**src/sv/lsc_pkg.sv**
```systemverilog
// Shared types and constants for the sound slot cache.
// Holds the controller state enum and the command and status structs.
// Used by lsc_ctrl, lsc_datapath and lru_sound_slot_cache.
package lsc_pkg;

   localparam int SLOTS_DEF    = 44;
   localparam int KEY_BITS_DEF = 32;
   localparam int ID_W         = 32;
   localparam int STAMP_W      = 32;
   localparam int SLOT_W       = 6;
   localparam logic [SLOT_W-1:0] CHANNEL_BASE = 6'd2;

   typedef enum logic [1:0] {
      ST_IDLE,
      ST_SCAN,
      ST_COMMIT
   } state_type;

   typedef struct packed {
      logic start;
      logic scan;
      logic commit;
   } cmd_type;

   typedef struct packed {
      logic scan_done;
      logic rsp_hold;
   } status_type;

endpackage

```
**src/sv/lsc_ctrl.sv**
```systemverilog
// Controller state machine for the sound slot cache.
// Sequences accept, slot scan and commit; depends on lsc_pkg.
module lsc_ctrl (
   input  logic                 clock,
   input  logic                 reset,
   input  logic                 req_valid,
   output logic                 req_stall,
   input  lsc_pkg::status_type  status,
   output lsc_pkg::cmd_type     cmd
);
   import lsc_pkg::*;

   state_type state_ff;
   state_type state_in;

   always_ff @(posedge clock) begin
      if (reset) begin
         state_ff <= ST_IDLE;
      end else begin
         state_ff <= state_in;
      end
   end

   always_comb begin
      state_in   = state_ff;
      cmd        = '0;
      req_stall  = 1'b1;
      case (state_ff)
         ST_IDLE: begin
            req_stall = 1'b0;
            if (req_valid) begin
               cmd.start = 1'b1;
               state_in  = ST_SCAN;
            end
         end
         ST_SCAN: begin
            cmd.scan = 1'b1;
            if (status.scan_done) begin
               state_in = ST_COMMIT;
            end
         end
         ST_COMMIT: begin
            if (!status.rsp_hold) begin
               cmd.commit = 1'b1;
               state_in   = ST_IDLE;
            end
         end
         default: begin
            state_in = ST_IDLE;
         end
      endcase
   end

endmodule

```
**src/sv/lsc_datapath.sv**
```systemverilog
// Datapath of the sound slot cache: key and stamp memories, valid bits,
// use counter, scan pipeline with hit and victim search, result register.
// Depends on lsc_pkg; driven by lsc_ctrl commands.
module lsc_datapath #(
   parameter int SLOTS    = lsc_pkg::SLOTS_DEF,
   parameter int KEY_BITS = lsc_pkg::KEY_BITS_DEF
) (
   input  logic                          clock,
   input  logic                          reset,
   input  lsc_pkg::cmd_type              cmd,
   output lsc_pkg::status_type           status,
   input  logic [lsc_pkg::ID_W-1:0]      req_sound_id,
   input  logic                          req_load_ok,
   output logic                          rsp_valid,
   input  logic                          rsp_stall,
   output logic                          rsp_hit,
   output logic                          rsp_played,
   output logic [lsc_pkg::SLOT_W-1:0]    rsp_slot,
   output logic [lsc_pkg::SLOT_W-1:0]    rsp_channel,
   output logic                          rsp_evicted,
   output logic [lsc_pkg::ID_W-1:0]      rsp_evicted_id
);
   import lsc_pkg::*;

   localparam int IDX_BITS = (SLOTS > 1) ? $clog2(SLOTS) : 1;
   localparam int CNT_BITS = $clog2(SLOTS + 1);

   logic [KEY_BITS-1:0] key_mem [SLOTS];
   logic [STAMP_W-1:0]  stamp_mem [SLOTS];

   logic [SLOTS-1:0]    valid_ff, valid_in;
   logic [STAMP_W-1:0]  counter_ff, counter_in;
   logic [KEY_BITS-1:0] key_ff, key_in;
   logic                ok_ff, ok_in;
   logic [STAMP_W-1:0]  bound_ff, bound_in;
   logic [CNT_BITS-1:0] rd_cnt_ff, rd_cnt_in;
   logic                cmp_vld_ff, cmp_vld_in;
   logic [IDX_BITS-1:0] cmp_idx_ff, cmp_idx_in;
   logic [KEY_BITS-1:0] key_rd_ff;
   logic [STAMP_W-1:0]  stamp_rd_ff;
   logic                hit_ff, hit_in;
   logic [IDX_BITS-1:0] hit_idx_ff, hit_idx_in;
   logic                empty_ff, empty_in;
   logic [IDX_BITS-1:0] empty_idx_ff, empty_idx_in;
   logic [IDX_BITS-1:0] best_idx_ff, best_idx_in;
   logic [KEY_BITS-1:0] best_key_ff, best_key_in;

   logic                rsp_valid_ff, rsp_valid_in;
   logic                rsp_hit_ff, rsp_hit_in;
   logic                rsp_played_ff, rsp_played_in;
   logic [SLOT_W-1:0]   rsp_slot_ff, rsp_slot_in;
   logic [SLOT_W-1:0]   rsp_channel_ff, rsp_channel_in;
   logic                rsp_evicted_ff, rsp_evicted_in;
   logic [ID_W-1:0]     rsp_evicted_id_ff, rsp_evicted_id_in;

   logic                rd_en;
   logic [IDX_BITS-1:0] rd_idx;
   logic                ent_valid;
   logic                key_match;
   logic                older;
   logic                take_best;
   logic [IDX_BITS-1:0] vic_idx;
   logic [IDX_BITS-1:0] wr_idx;
   logic                do_load;
   logic                do_stamp;
   logic                played;

   always_comb begin
      rd_en     = cmd.scan && (rd_cnt_ff < CNT_BITS'(SLOTS));
      rd_idx    = rd_cnt_ff[IDX_BITS-1:0];
      ent_valid = valid_ff[cmp_idx_ff];
      key_match = cmp_vld_ff && ent_valid && (key_rd_ff == key_ff);
      older     = stamp_rd_ff < bound_ff;
      take_best = cmp_vld_ff && ent_valid && !empty_ff && (older || (cmp_idx_ff == '0));
      vic_idx   = empty_ff ? empty_idx_ff : best_idx_ff;
      wr_idx    = hit_ff ? hit_idx_ff : vic_idx;
      played    = hit_ff || ok_ff;
      do_load   = cmd.commit && !hit_ff && ok_ff;
      do_stamp  = cmd.commit && played;

      status.scan_done = cmp_vld_ff && (cmp_idx_ff == IDX_BITS'(SLOTS - 1));
      status.rsp_hold  = rsp_valid_ff && rsp_stall;

      valid_in     = valid_ff;
      counter_in   = counter_ff;
      key_in       = key_ff;
      ok_in        = ok_ff;
      bound_in     = bound_ff;
      rd_cnt_in    = rd_cnt_ff;
      cmp_vld_in   = 1'b0;
      cmp_idx_in   = rd_idx;
      hit_in       = hit_ff;
      hit_idx_in   = hit_idx_ff;
      empty_in     = empty_ff;
      empty_idx_in = empty_idx_ff;
      best_idx_in  = best_idx_ff;
      best_key_in  = best_key_ff;

      if (cmd.start) begin
         counter_in  = counter_ff + 1'b1;
         bound_in    = counter_ff + 1'b1;
         key_in      = KEY_BITS'(req_sound_id);
         ok_in       = req_load_ok;
         rd_cnt_in   = '0;
         hit_in      = 1'b0;
         empty_in    = 1'b0;
         best_idx_in = '0;
      end

      if (rd_en) begin
         rd_cnt_in  = rd_cnt_ff + 1'b1;
         cmp_vld_in = 1'b1;
      end

      if (key_match && !hit_ff) begin
         hit_in     = 1'b1;
         hit_idx_in = cmp_idx_ff;
      end
      if (cmp_vld_ff && !ent_valid && !empty_ff) begin
         empty_in     = 1'b1;
         empty_idx_in = cmp_idx_ff;
      end
      if (take_best) begin
         best_idx_in = cmp_idx_ff;
         best_key_in = key_rd_ff;
         if (older) begin
            bound_in = stamp_rd_ff;
         end
      end

      if (do_load) begin
         valid_in[vic_idx] = 1'b1;
      end

      rsp_valid_in      = rsp_valid_ff && rsp_stall;
      rsp_hit_in        = rsp_hit_ff;
      rsp_played_in     = rsp_played_ff;
      rsp_slot_in       = rsp_slot_ff;
      rsp_channel_in    = rsp_channel_ff;
      rsp_evicted_in    = rsp_evicted_ff;
      rsp_evicted_id_in = rsp_evicted_id_ff;
      if (cmd.commit) begin
         rsp_valid_in      = 1'b1;
         rsp_hit_in        = hit_ff;
         rsp_played_in     = played;
         rsp_slot_in       = played ? SLOT_W'(wr_idx) : '0;
         rsp_channel_in    = played ? SLOT_W'(wr_idx) + CHANNEL_BASE : '0;
         rsp_evicted_in    = !hit_ff && ok_ff && !empty_ff;
         rsp_evicted_id_in = (!hit_ff && ok_ff && !empty_ff) ? ID_W'(best_key_ff) : '0;
      end
   end

   always_ff @(posedge clock) begin
      if (reset) begin
         valid_ff     <= '0;
         counter_ff   <= '0;
         rd_cnt_ff    <= '0;
         cmp_vld_ff   <= 1'b0;
         rsp_valid_ff <= 1'b0;
      end else begin
         valid_ff     <= valid_in;
         counter_ff   <= counter_in;
         rd_cnt_ff    <= rd_cnt_in;
         cmp_vld_ff   <= cmp_vld_in;
         rsp_valid_ff <= rsp_valid_in;
      end
   end

   always_ff @(posedge clock) begin
      key_ff            <= key_in;
      ok_ff             <= ok_in;
      bound_ff          <= bound_in;
      cmp_idx_ff        <= cmp_idx_in;
      hit_ff            <= hit_in;
      hit_idx_ff        <= hit_idx_in;
      empty_ff          <= empty_in;
      empty_idx_ff      <= empty_idx_in;
      best_idx_ff       <= best_idx_in;
      best_key_ff       <= best_key_in;
      rsp_hit_ff        <= rsp_hit_in;
      rsp_played_ff     <= rsp_played_in;
      rsp_slot_ff       <= rsp_slot_in;
      rsp_channel_ff    <= rsp_channel_in;
      rsp_evicted_ff    <= rsp_evicted_in;
      rsp_evicted_id_ff <= rsp_evicted_id_in;
   end

   always_ff @(posedge clock) begin
      if (do_load) begin
         key_mem[vic_idx] <= key_ff;
      end
      if (rd_en) begin
         key_rd_ff <= key_mem[rd_idx];
      end
   end

   always_ff @(posedge clock) begin
      if (do_stamp) begin
         stamp_mem[wr_idx] <= counter_ff;
      end
      if (rd_en) begin
         stamp_rd_ff <= stamp_mem[rd_idx];
      end
   end

   assign rsp_valid      = rsp_valid_ff;
   assign rsp_hit        = rsp_hit_ff;
   assign rsp_played     = rsp_played_ff;
   assign rsp_slot       = rsp_slot_ff;
   assign rsp_channel    = rsp_channel_ff;
   assign rsp_evicted    = rsp_evicted_ff;
   assign rsp_evicted_id = rsp_evicted_id_ff;

   a_hit_not_evicted: assert property (@(posedge clock) disable iff (reset)
      rsp_valid_ff |-> !(rsp_hit_ff && rsp_evicted_ff))
      else $error("hit and eviction reported together");

   a_channel_offset: assert property (@(posedge clock) disable iff (reset)
      (rsp_valid_ff && rsp_played_ff) |-> (rsp_channel_ff == rsp_slot_ff + CHANNEL_BASE))
      else $error("channel does not follow slot");

   a_commit_loads_rsp: assert property (@(posedge clock) disable iff (reset)
      cmd.commit |=> rsp_valid_ff)
      else $error("commit did not load the result word");

   a_scan_bound: assert property (@(posedge clock) disable iff (reset)
      rd_cnt_ff <= CNT_BITS'(SLOTS))
      else $error("scan counter ran past the last slot");

   a_load_sets_valid: assert property (@(posedge clock) disable iff (reset)
      do_load |=> valid_ff[$past(vic_idx)])
      else $error("loaded slot not marked valid");

endmodule

```
**src/sv/lru_sound_slot_cache.sv**
```systemverilog
// Sound slot cache, top level. A request word's result is presented after a
// scan through the key and stamp memories, one slot per cycle. A new word is
// taken only once the last one is committed; the next word is taken while a
// finished result waits on rsp_stall.
// Reset (synchronous) clears all valid bits and the use counter; no sweep.
module lru_sound_slot_cache #(
   parameter int SLOTS    = lsc_pkg::SLOTS_DEF,
   parameter int KEY_BITS = lsc_pkg::KEY_BITS_DEF
) (
   input  logic                          clock,
   input  logic                          reset,
   input  logic                          req_valid,
   output logic                          req_stall,
   input  logic [lsc_pkg::ID_W-1:0]      req_sound_id,
   input  logic                          req_load_ok,
   output logic                          rsp_valid,
   input  logic                          rsp_stall,
   output logic                          rsp_hit,
   output logic                          rsp_played,
   output logic [lsc_pkg::SLOT_W-1:0]    rsp_slot,
   output logic [lsc_pkg::SLOT_W-1:0]    rsp_channel,
   output logic                          rsp_evicted,
   output logic [lsc_pkg::ID_W-1:0]      rsp_evicted_id
);
   import lsc_pkg::*;

   cmd_type    cmd;
   status_type status;

   lsc_ctrl u_ctrl (
      .clock     (clock),
      .reset     (reset),
      .req_valid (req_valid),
      .req_stall (req_stall),
      .status    (status),
      .cmd       (cmd)
   );

   lsc_datapath #(
      .SLOTS    (SLOTS),
      .KEY_BITS (KEY_BITS)
   ) u_datapath (
      .clock          (clock),
      .reset          (reset),
      .cmd            (cmd),
      .status         (status),
      .req_sound_id   (req_sound_id),
      .req_load_ok    (req_load_ok),
      .rsp_valid      (rsp_valid),
      .rsp_stall      (rsp_stall),
      .rsp_hit        (rsp_hit),
      .rsp_played     (rsp_played),
      .rsp_slot       (rsp_slot),
      .rsp_channel    (rsp_channel),
      .rsp_evicted    (rsp_evicted),
      .rsp_evicted_id (rsp_evicted_id)
   );

endmodule
```
**config.mk**
```make
export PLATFORM = sky130hd
export DESIGN_NAME = lru_sound_slot_cache
export DESIGN_NICKNAME = d
export VERILOG_FILES = /design/src/sv/lsc_pkg.sv /design/src/sv/lsc_ctrl.sv /design/src/sv/lsc_datapath.sv /design/src/sv/lru_sound_slot_cache.sv
export SDC_FILE = /design/constraint.sdc
export NUM_CORES = 2
export LEC_CHECK = 0
export BUFFER_PORTS_ARGS = -buffer_cell sky130_fd_sc_hd__buf_2
export CORE_UTILIZATION = 35
export DETAILED_ROUTE_END_ITERATION = 8
export GPL_TIMING_DRIVEN = 0
export PLACE_DENSITY = 0.53
export REMOVE_ABC_BUFFERS = 1
export SLEW_MARGIN = 20
export SYNTH_ARGS = -nofsm -noshare
export SYNTH_HDL_FRONTEND = slang
export SYNTH_SLANG_ARGS = --single-unit
```
**constraint.sdc**
```tcl
create_clock -name clock -period 4.4 [get_ports clock]
set_clock_uncertainty 0.1 [all_clocks]
set_input_delay 0.88 -clock clock [delete_from_list [all_inputs] [get_ports clock]]
set_output_delay 0.88 -clock clock [all_outputs]
set_load 0.03 [all_outputs]
```
### After elaboration in Yosys (flattened, before gate mapping)

Memories as Yosys holds them, arrays and structs flattened. A register that Yosys moved wholly into a read port is not among the register bits.
Cells that the tools add are included.

| word-level totals | value |
|---|---|
| memories | 2 |
| memory bits (writable) | 2,816 |
| register bits | 256 |
| output and inout bits | 49 |

| operators by class | value |
|---|---|
| mux-type cells | 28 |
| bitwise gates (word level) | 1 |
| order comparisons | 5 |
| add/subtract/negate cells | 3 |
| reduce and logical (&&, ||, !) cells | 26 |
| equal/unequal tests | 7 |

Memory list:

| name | words | bits a word | rd ports | clocked after memory_dff | wr ports | line | text |
|---|---|---|---|---|---|---|---|
| u_datapath.key_mem | 44 | 32 | 1 | 1 | 1 | lsc_datapath.sv:28 | `logic [KEY_BITS-1:0] key_mem [SLOTS];` |
| u_datapath.stamp_mem | 44 | 32 | 1 | 1 | 1 | lsc_datapath.sv:29 | `logic [STAMP_W-1:0] stamp_mem [SLOTS];` |

Operators by type and width:

| cell | number |
|---|---|
| $mux W32 | 3 |
| $or A44 B44 Y44 | 1 |
| $add A32 B1 Y32 const B | 1 |
| $eq A32 B32 Y1 | 1 |
| $lt A32 B32 Y1 | 1 |
| $mux W6 | 5 |
| $logic_and A1 B1 Y1 | 16 |
| $lt A6 B7 Y1 const B | 2 |
| $mux W1 | 14 |
| $add A6 B1 Y6 const B | 1 |
| $add A6 B2 Y6 const B | 1 |
| $bmux W1 S6 | 1 |
| $demux W1 S6 | 1 |
| $eq A6 B6 Y1 const B | 1 |
| $ge A6 B1 Y1 const B | 1 |
| $logic_not A6 Y1 | 1 |
| $lt A6 B6 Y1 const B | 1 |
| $mux W2 | 3 |
| $ne A2 B2 Y1 const B | 3 |
| $pmux W2 S3 | 1 |
| $reduce_bool A2 Y1 | 2 |
| $logic_not A1 Y1 | 3 |
| $reduce_and A3 Y1 | 1 |
| $eq A2 B1 Y1 const B | 1 |
| 3 further kinds | 4 |

### Logic depth before layout (Yosys ltp)

| logic depth | value |
|---|---|
| depth after elaboration | 7 |
| depth in mapped cells | 11 |

### Hierarchy

A second synthesis with hierarchy kept.

| unflattened totals | value |
|---|---|
| cell total of the unflattened synthesis | 5,488 |
| area, all modules | 120,450.5 µm² |

By module, submodules not included:

| module | area each (µm²) | cells an instance | instances | seq. area each (µm²) |
|---|---|---|---|---|
| lsc_datapath | 120,341.7 | 5,475 | 1 | 92,839.0 |
| lsc_ctrl | 108.9 | 13 | 1 | 40.0 |

### Worst setup path after synthesis

Ideal clock, no wire load.

| path | value |
|---|---|
| kind | register to register |
| from | reg u_datapath.rd_cnt_ff[2] (netlist: u_datapath.cmp_idx_in[2]) |
| to | reg u_datapath.rd_cnt_ff[2] (netlist: u_datapath.cmp_idx_in[2]) |
| period minus slack after synthesis | 3.791 ns |
| cell stages (with the launch flop) | 10 |
| data arrival time | 3.621 ns |
| library setup time | 0.070 ns |
| slack | 0.609 ns |
| data required time | 4.230 ns |
| path buffers | 3 |
| cell sequence | dfxtp_1 -> buf_2 -> buf_2 -> and2_1 -> o21ai_0 -> and3b_1 -> clkbuf_1 -> nand2_1 -> or2_2 -> a21oi_1 |

| between the ends | value |
|---|---|
| longest elaborated chain between the ends | 3 |
| elaborated cells on any way between the ends | 5 |
| those cells by class | add/sub: 1; order compare: 1; mux: 1; reduce/logical: 2 |

RTL lines:

| element | line | text |
|---|---|---|
| from (decl) | lsc_datapath.sv:36 | `logic [CNT_BITS-1:0] rd_cnt_ff, rd_cnt_in;` |
| from (signal assigned) | lsc_datapath.sv:163 | `rd_cnt_ff <= rd_cnt_in;` |
| $lt A6 B6 Y1 | lsc_datapath.sv:69 | `rd_en = cmd.scan && (rd_cnt_ff < CNT_BITS'(SLOTS));` |
| $logic_and A1 B1 Y1 | lsc_datapath.sv:69 |  |
| $mux W6 / $reduce_bool A2 Y1 (equally long branches) | -- |  |

Several ways; a longest one is shown, not always the timed one.
A chain may end at the register's enable or synchronous reset.

### Final worst setup path

| path | value |
|---|---|
| from | reg u_datapath.stamp_rd_ff[12], read port of u_datapath.stamp_mem |
| to | reg u_datapath.bound_ff[24] |

| between the ends | value |
|---|---|
| longest elaborated chain between the ends | 4 |
| elaborated cells on any way between the ends | 5 |
| those cells by class | order compare: 1; mux: 2; reduce/logical: 2 |

RTL lines:

| element | line | text |
|---|---|---|
| from (decl) | lsc_datapath.sv:40 | `logic [STAMP_W-1:0] stamp_rd_ff;` |
| $lt A32 B32 Y1 (*) | lsc_datapath.sv:73 | `older = stamp_rd_ff < bound_ff;` |
| $logic_or A1 B1 Y1 | lsc_datapath.sv:74 | `take_best = cmp_vld_ff && ent_valid && !empty_ff && (older \|\| (cmp_idx_ff == '0));` |
| $logic_and A1 B1 Y1 | lsc_datapath.sv:74 |  |
| $mux W32 (*) | lsc_datapath.sv:123 | `if (take_best) begin` |
| named net u_datapath.bound_in[24] | lsc_datapath.sv:35 | `logic [STAMP_W-1:0] bound_ff, bound_in;` |
| to (signal assigned) | lsc_datapath.sv:172 | `bound_ff <= bound_in;` |
| to (decl) | lsc_datapath.sv:35 |  |

The timed path passes the listed nets; every way through them passes the cells marked *.

==> impl_metrics.env <==
export IMPL_cellPowerDensity_mw_per_mm2=429
export IMPL_combPwrFrac_pct=3.3
export IMPL_syn2layout_area_growth_pct=20.2
export IMPL_crit_required_ps=5050
export IMPL_critPathMaxStageDelay_ps=830
export IMPL_grt_first_pass_wirelength_mm=460
export IMPL_cts_root_buffer="clkbuf_16"
export IMPL_fin_cells=10800
export IMPL_peakVddDrop_uv=320
export IMPL_crit_path_start_kind="flip-flop"
export IMPL_dieArea_mm2=0.347
export IMPL_netlist_top_cells_area="edfxtp_1, mux4_2, dfxtp_1"
export IMPL_start_util_pct=35.2
export IMPL_setup_ws_ps=16.5
export IMPL_cts_made_buffers=329
export IMPL_dr_pass1_iters=5
export IMPL_antenna_found_initial=8
export IMPL_finish_net_count=6078
export IMPL_synth_top_area_share_pct=74.9
export IMPL_period_needed_ps=4380
export IMPL_wl_met2_mm=160
export IMPL_finish_instance_area_mm2=0.145
export IMPL_gp_congestion=0.762
export IMPL_grt_usage_pct=18.6
export IMPL_num_rows=215
export IMPL_die_h_um=589
export IMPL_arrival_ps=5040
export IMPL_synth_ff_type="edfxtp_1"
export IMPL_drc=0
export IMPL_place_inst=10200
export IMPL_clock_sinks=3135
export IMPL_switching_power_mw=13.0
export IMPL_wl_met1_mm=139
export IMPL_wl_met3_mm=17.1
export IMPL_cts_max_path_buffers=4
export IMPL_h_tree_depth=5
export IMPL_synth_top_cell_by_area="edfxtp_1"
export IMPL_vias=58200
export IMPL_clock_latency_ps=940
export IMPL_crit_top_cell="or4_1"
export IMPL_top_layer="met5"
export IMPL_grt_remaining_overflow=0
export IMPL_hpwl_mm=213
export IMPL_rsz0062_at_grt="false"
export IMPL_initialDrtViolationCount=5692
export IMPL_viasPerCell=5.37
export IMPL_synthArstFlopShare_pct=0
export IMPL_p_int_mw=49.2
export IMPL_die_width_um=589
export IMPL_worst_pin_slew_ps=1070
export IMPL_slew_viol_final=0
export IMPL_synth_seq_area_share_pct=77.0
export IMPL_worstRegToRegCells=8
export IMPL_cp_end_kind="flip-flop"
export IMPL_grt_pass1_vias=60100
export IMPL_syn_inst=5508
export IMPL_dp_worst_setup_slack_ps=-195
export IMPL_syn_area_mm2=0.121
export IMPL_place_area_mm2=0.134
export IMPL_ys_warnings_count=0
export IMPL_fmax_mhz=228
export IMPL_drive_gt1_share_pct=30.5
export IMPL_power_leakage_nw=42.2
export IMPL_totalPowerFinal_mw=62.2
export IMPL_synth_edf_count=3009
export IMPL_crit_fanout=36
export IMPL_cp_slowest_cell="a31oi_1"
export IMPL_relSlewSlack_pct=28.7
export IMPL_ios=86
export IMPL_status="finished clean"
export IMPL_ys_seq_elements=3135
export IMPL_fin_setup_tns_ps=0
export IMPL_cts_tree="yes"
export IMPL_finalWirelength_mm=327
export IMPL_max_cap_viol_count=0
export IMPL_antenna_left=0
export IMPL_routedWlPerCell_um=30.2
export IMPL_min_delay_path_class="in -> reg"
export IMPL_post_route_period_util_pct=99.6
export IMPL_hold_depth=1
export IMPL_setup_viol=0
export IMPL_clk_pin_slew_ps=60
export IMPL_hold_viol=0
export IMPL_core_region_area_mm2=0.343
export IMPL_syn_area_per_cell_um2=21.9
export IMPL_power_switching_share_pct=20.8
export IMPL_path_cells="ha_1 > nand4_1 > or4_1 > a221oi_2 > or4_1 > a31oi_1 > nand3_4 > mux2_1"
export IMPL_clockPowerShare_pct=44.1
export IMPL_worstSetupPathType="reg -> reg"
export IMPL_grt_max_degree=69
export IMPL_p_seq_share_pct=52.6
export IMPL_yosysUniqueCellTypes=64
export IMPL_port_buffers=85
==> synthesized netlist by cell type (40+ instances only) <==
master / count
edfxtp_1: 3009
mux4_2: 832
nor2_1: 231
nand2_1: 178
clkbuf_1: 148
mux2i_1: 127
dfxtp_1: 126
a21oi_1: 104
o21ai_0: 93
buf_2: 81
xor2_1: 51
inv_1: 48
a211oi_1: 42
nand3_1: 40
==> power by group through the flow <==
stage / Sequential [mW] / Clock [mW] / Combinational (mW)
2_1_floorplan: 33.6 / 0 / 2.26
3_3_place_gp: 33.8 / 0 / 2.81
3_5_place_dp: 33.4 / 0 / 1.96
4_1_cts: 32.8 / 28.0 / 1.99
5_1_grt: 32.7 / 29.0 / 2.19
6_report: 32.7 / 27.4 / 2.05
==> registers in the layout, summed over array words and instances (netlist names), 32 cells and up <==
register,count
u_datapath.valid_ff,44
u_datapath.stamp_mem,1408
u_datapath.bound_ff,32
u_datapath.key_rd_ff,32
u_datapath.key_mem,1408
u_datapath.stamp_rd_ff,32
u_datapath.rsp_evicted_id,32
u_datapath.best_key_ff,32
u_datapath.counter_ff,32
u_datapath.key_ff,32
==> final timing paths <==
| path | startpoint | end | slack [ps] |
|---|---|---|---|
| worst max-delay path | u_datapath.stamp_rd_ff[12] | u_datapath.bound_ff[24] | 20 |
| worst max register to register | u_datapath.stamp_rd_ff[12] | u_datapath.bound_ff[24] | 20 |
| worst min register to register | u_datapath.valid_ff[19] | u_datapath.valid_ff[19] | 370 |
| worst min-delay path | req_sound_id[16] | u_datapath.key_ff[16] | 70 |
==> logic make-up after synthesis <==
group                    after synthesis  synth area share (%)
XOR/XNOR                              90                 0.653
flip-flops                          3135                  77.0
multiplexers                        1008                  17.0
AO/OA/AOI/OAI                        309                  1.47
adder cells (fa/ha/maj)               37                 0.384
buffers and inverters                336                  1.29
AND/OR/NAND/NOR                      593                  2.22
==> cell usage in the layout (no fill, tap or decap), types with 21 or more instances in the layout <==
cell type  count
a211oi_1      42
a21oi_1      102
and2_1        36
buf_12       143
buf_16       171
buf_2         84
buf_8         33
bufinv_16     29
clkbuf_1      63
clkbuf_16    333
clkinv_1      63
clkinv_2      65
dfxtp_1       87
dfxtp_2       33
edfxtp_1    3009
ha_1          37
inv_1         46
mux2_1        28
mux2_2        21
mux2i_1      126
mux4_2       832
nand2_1      177
nand3_1       40
nor2_1       141
nor2_4        90
nor2b_1       28
o21ai_0       93
o21ai_1       35
xnor2_1       39
xor2_1        51
==> per-stage QoR <==
stage	utilization, %	hold slack [ps]
6_report	42.3	74.5
4_1_cts	42.2	3.87
3_5_place_dp	39.0	354
5_1_grt	42.3	30.5
3_3_place_gp	36.6	343
2_1_floorplan	-	331
==> cell type report <==
| class | instances | area, um2 |
|---|---|---|
| Multi-Input combinational cell | 2037 | 27000 |
| Antenna cell | 5 | 12.5 |
| Clock buffer | 400 | 8620 |
| Tap cell | 4557 | 5700 |
| Fill cell | 29400 | 198000 |
| Inverter | 49 | 194 |
| Clock inverter | 197 | 1900 |
| Timing Repair Buffer | 452 | 8690 |
| Sequential cell | 3135 | 92900 |
==> critical path, delay by kind of cell (launching register included) <==
| kind | cells | cell delay [ps] |
|---|---|---|
| simple gates | 4 | 1800 |
| compound gates | 2 | 930 |
| mux | 1 | 580 |
| flops | 1 | 450 |
| fa+ha+maj | 1 | 330 |
==> layer usage <==
metal,vias to the layer above,GRT usage (%)
met5,-,0
met4,2,6.06
met3,498,2.38
met2,1868,30.8
met1,31900,25.7
li1,24000,-
==> repair_timing <==
action,4_1_cts,5_1_grt
hold endpoints to repair,15,0
gates resized for setup,2,1
pin swaps,2,0
hold buffers,15,0
setup endpoints to repair,26,104
buffers inserted,4,0
Power figures use the tool's default switching activity.
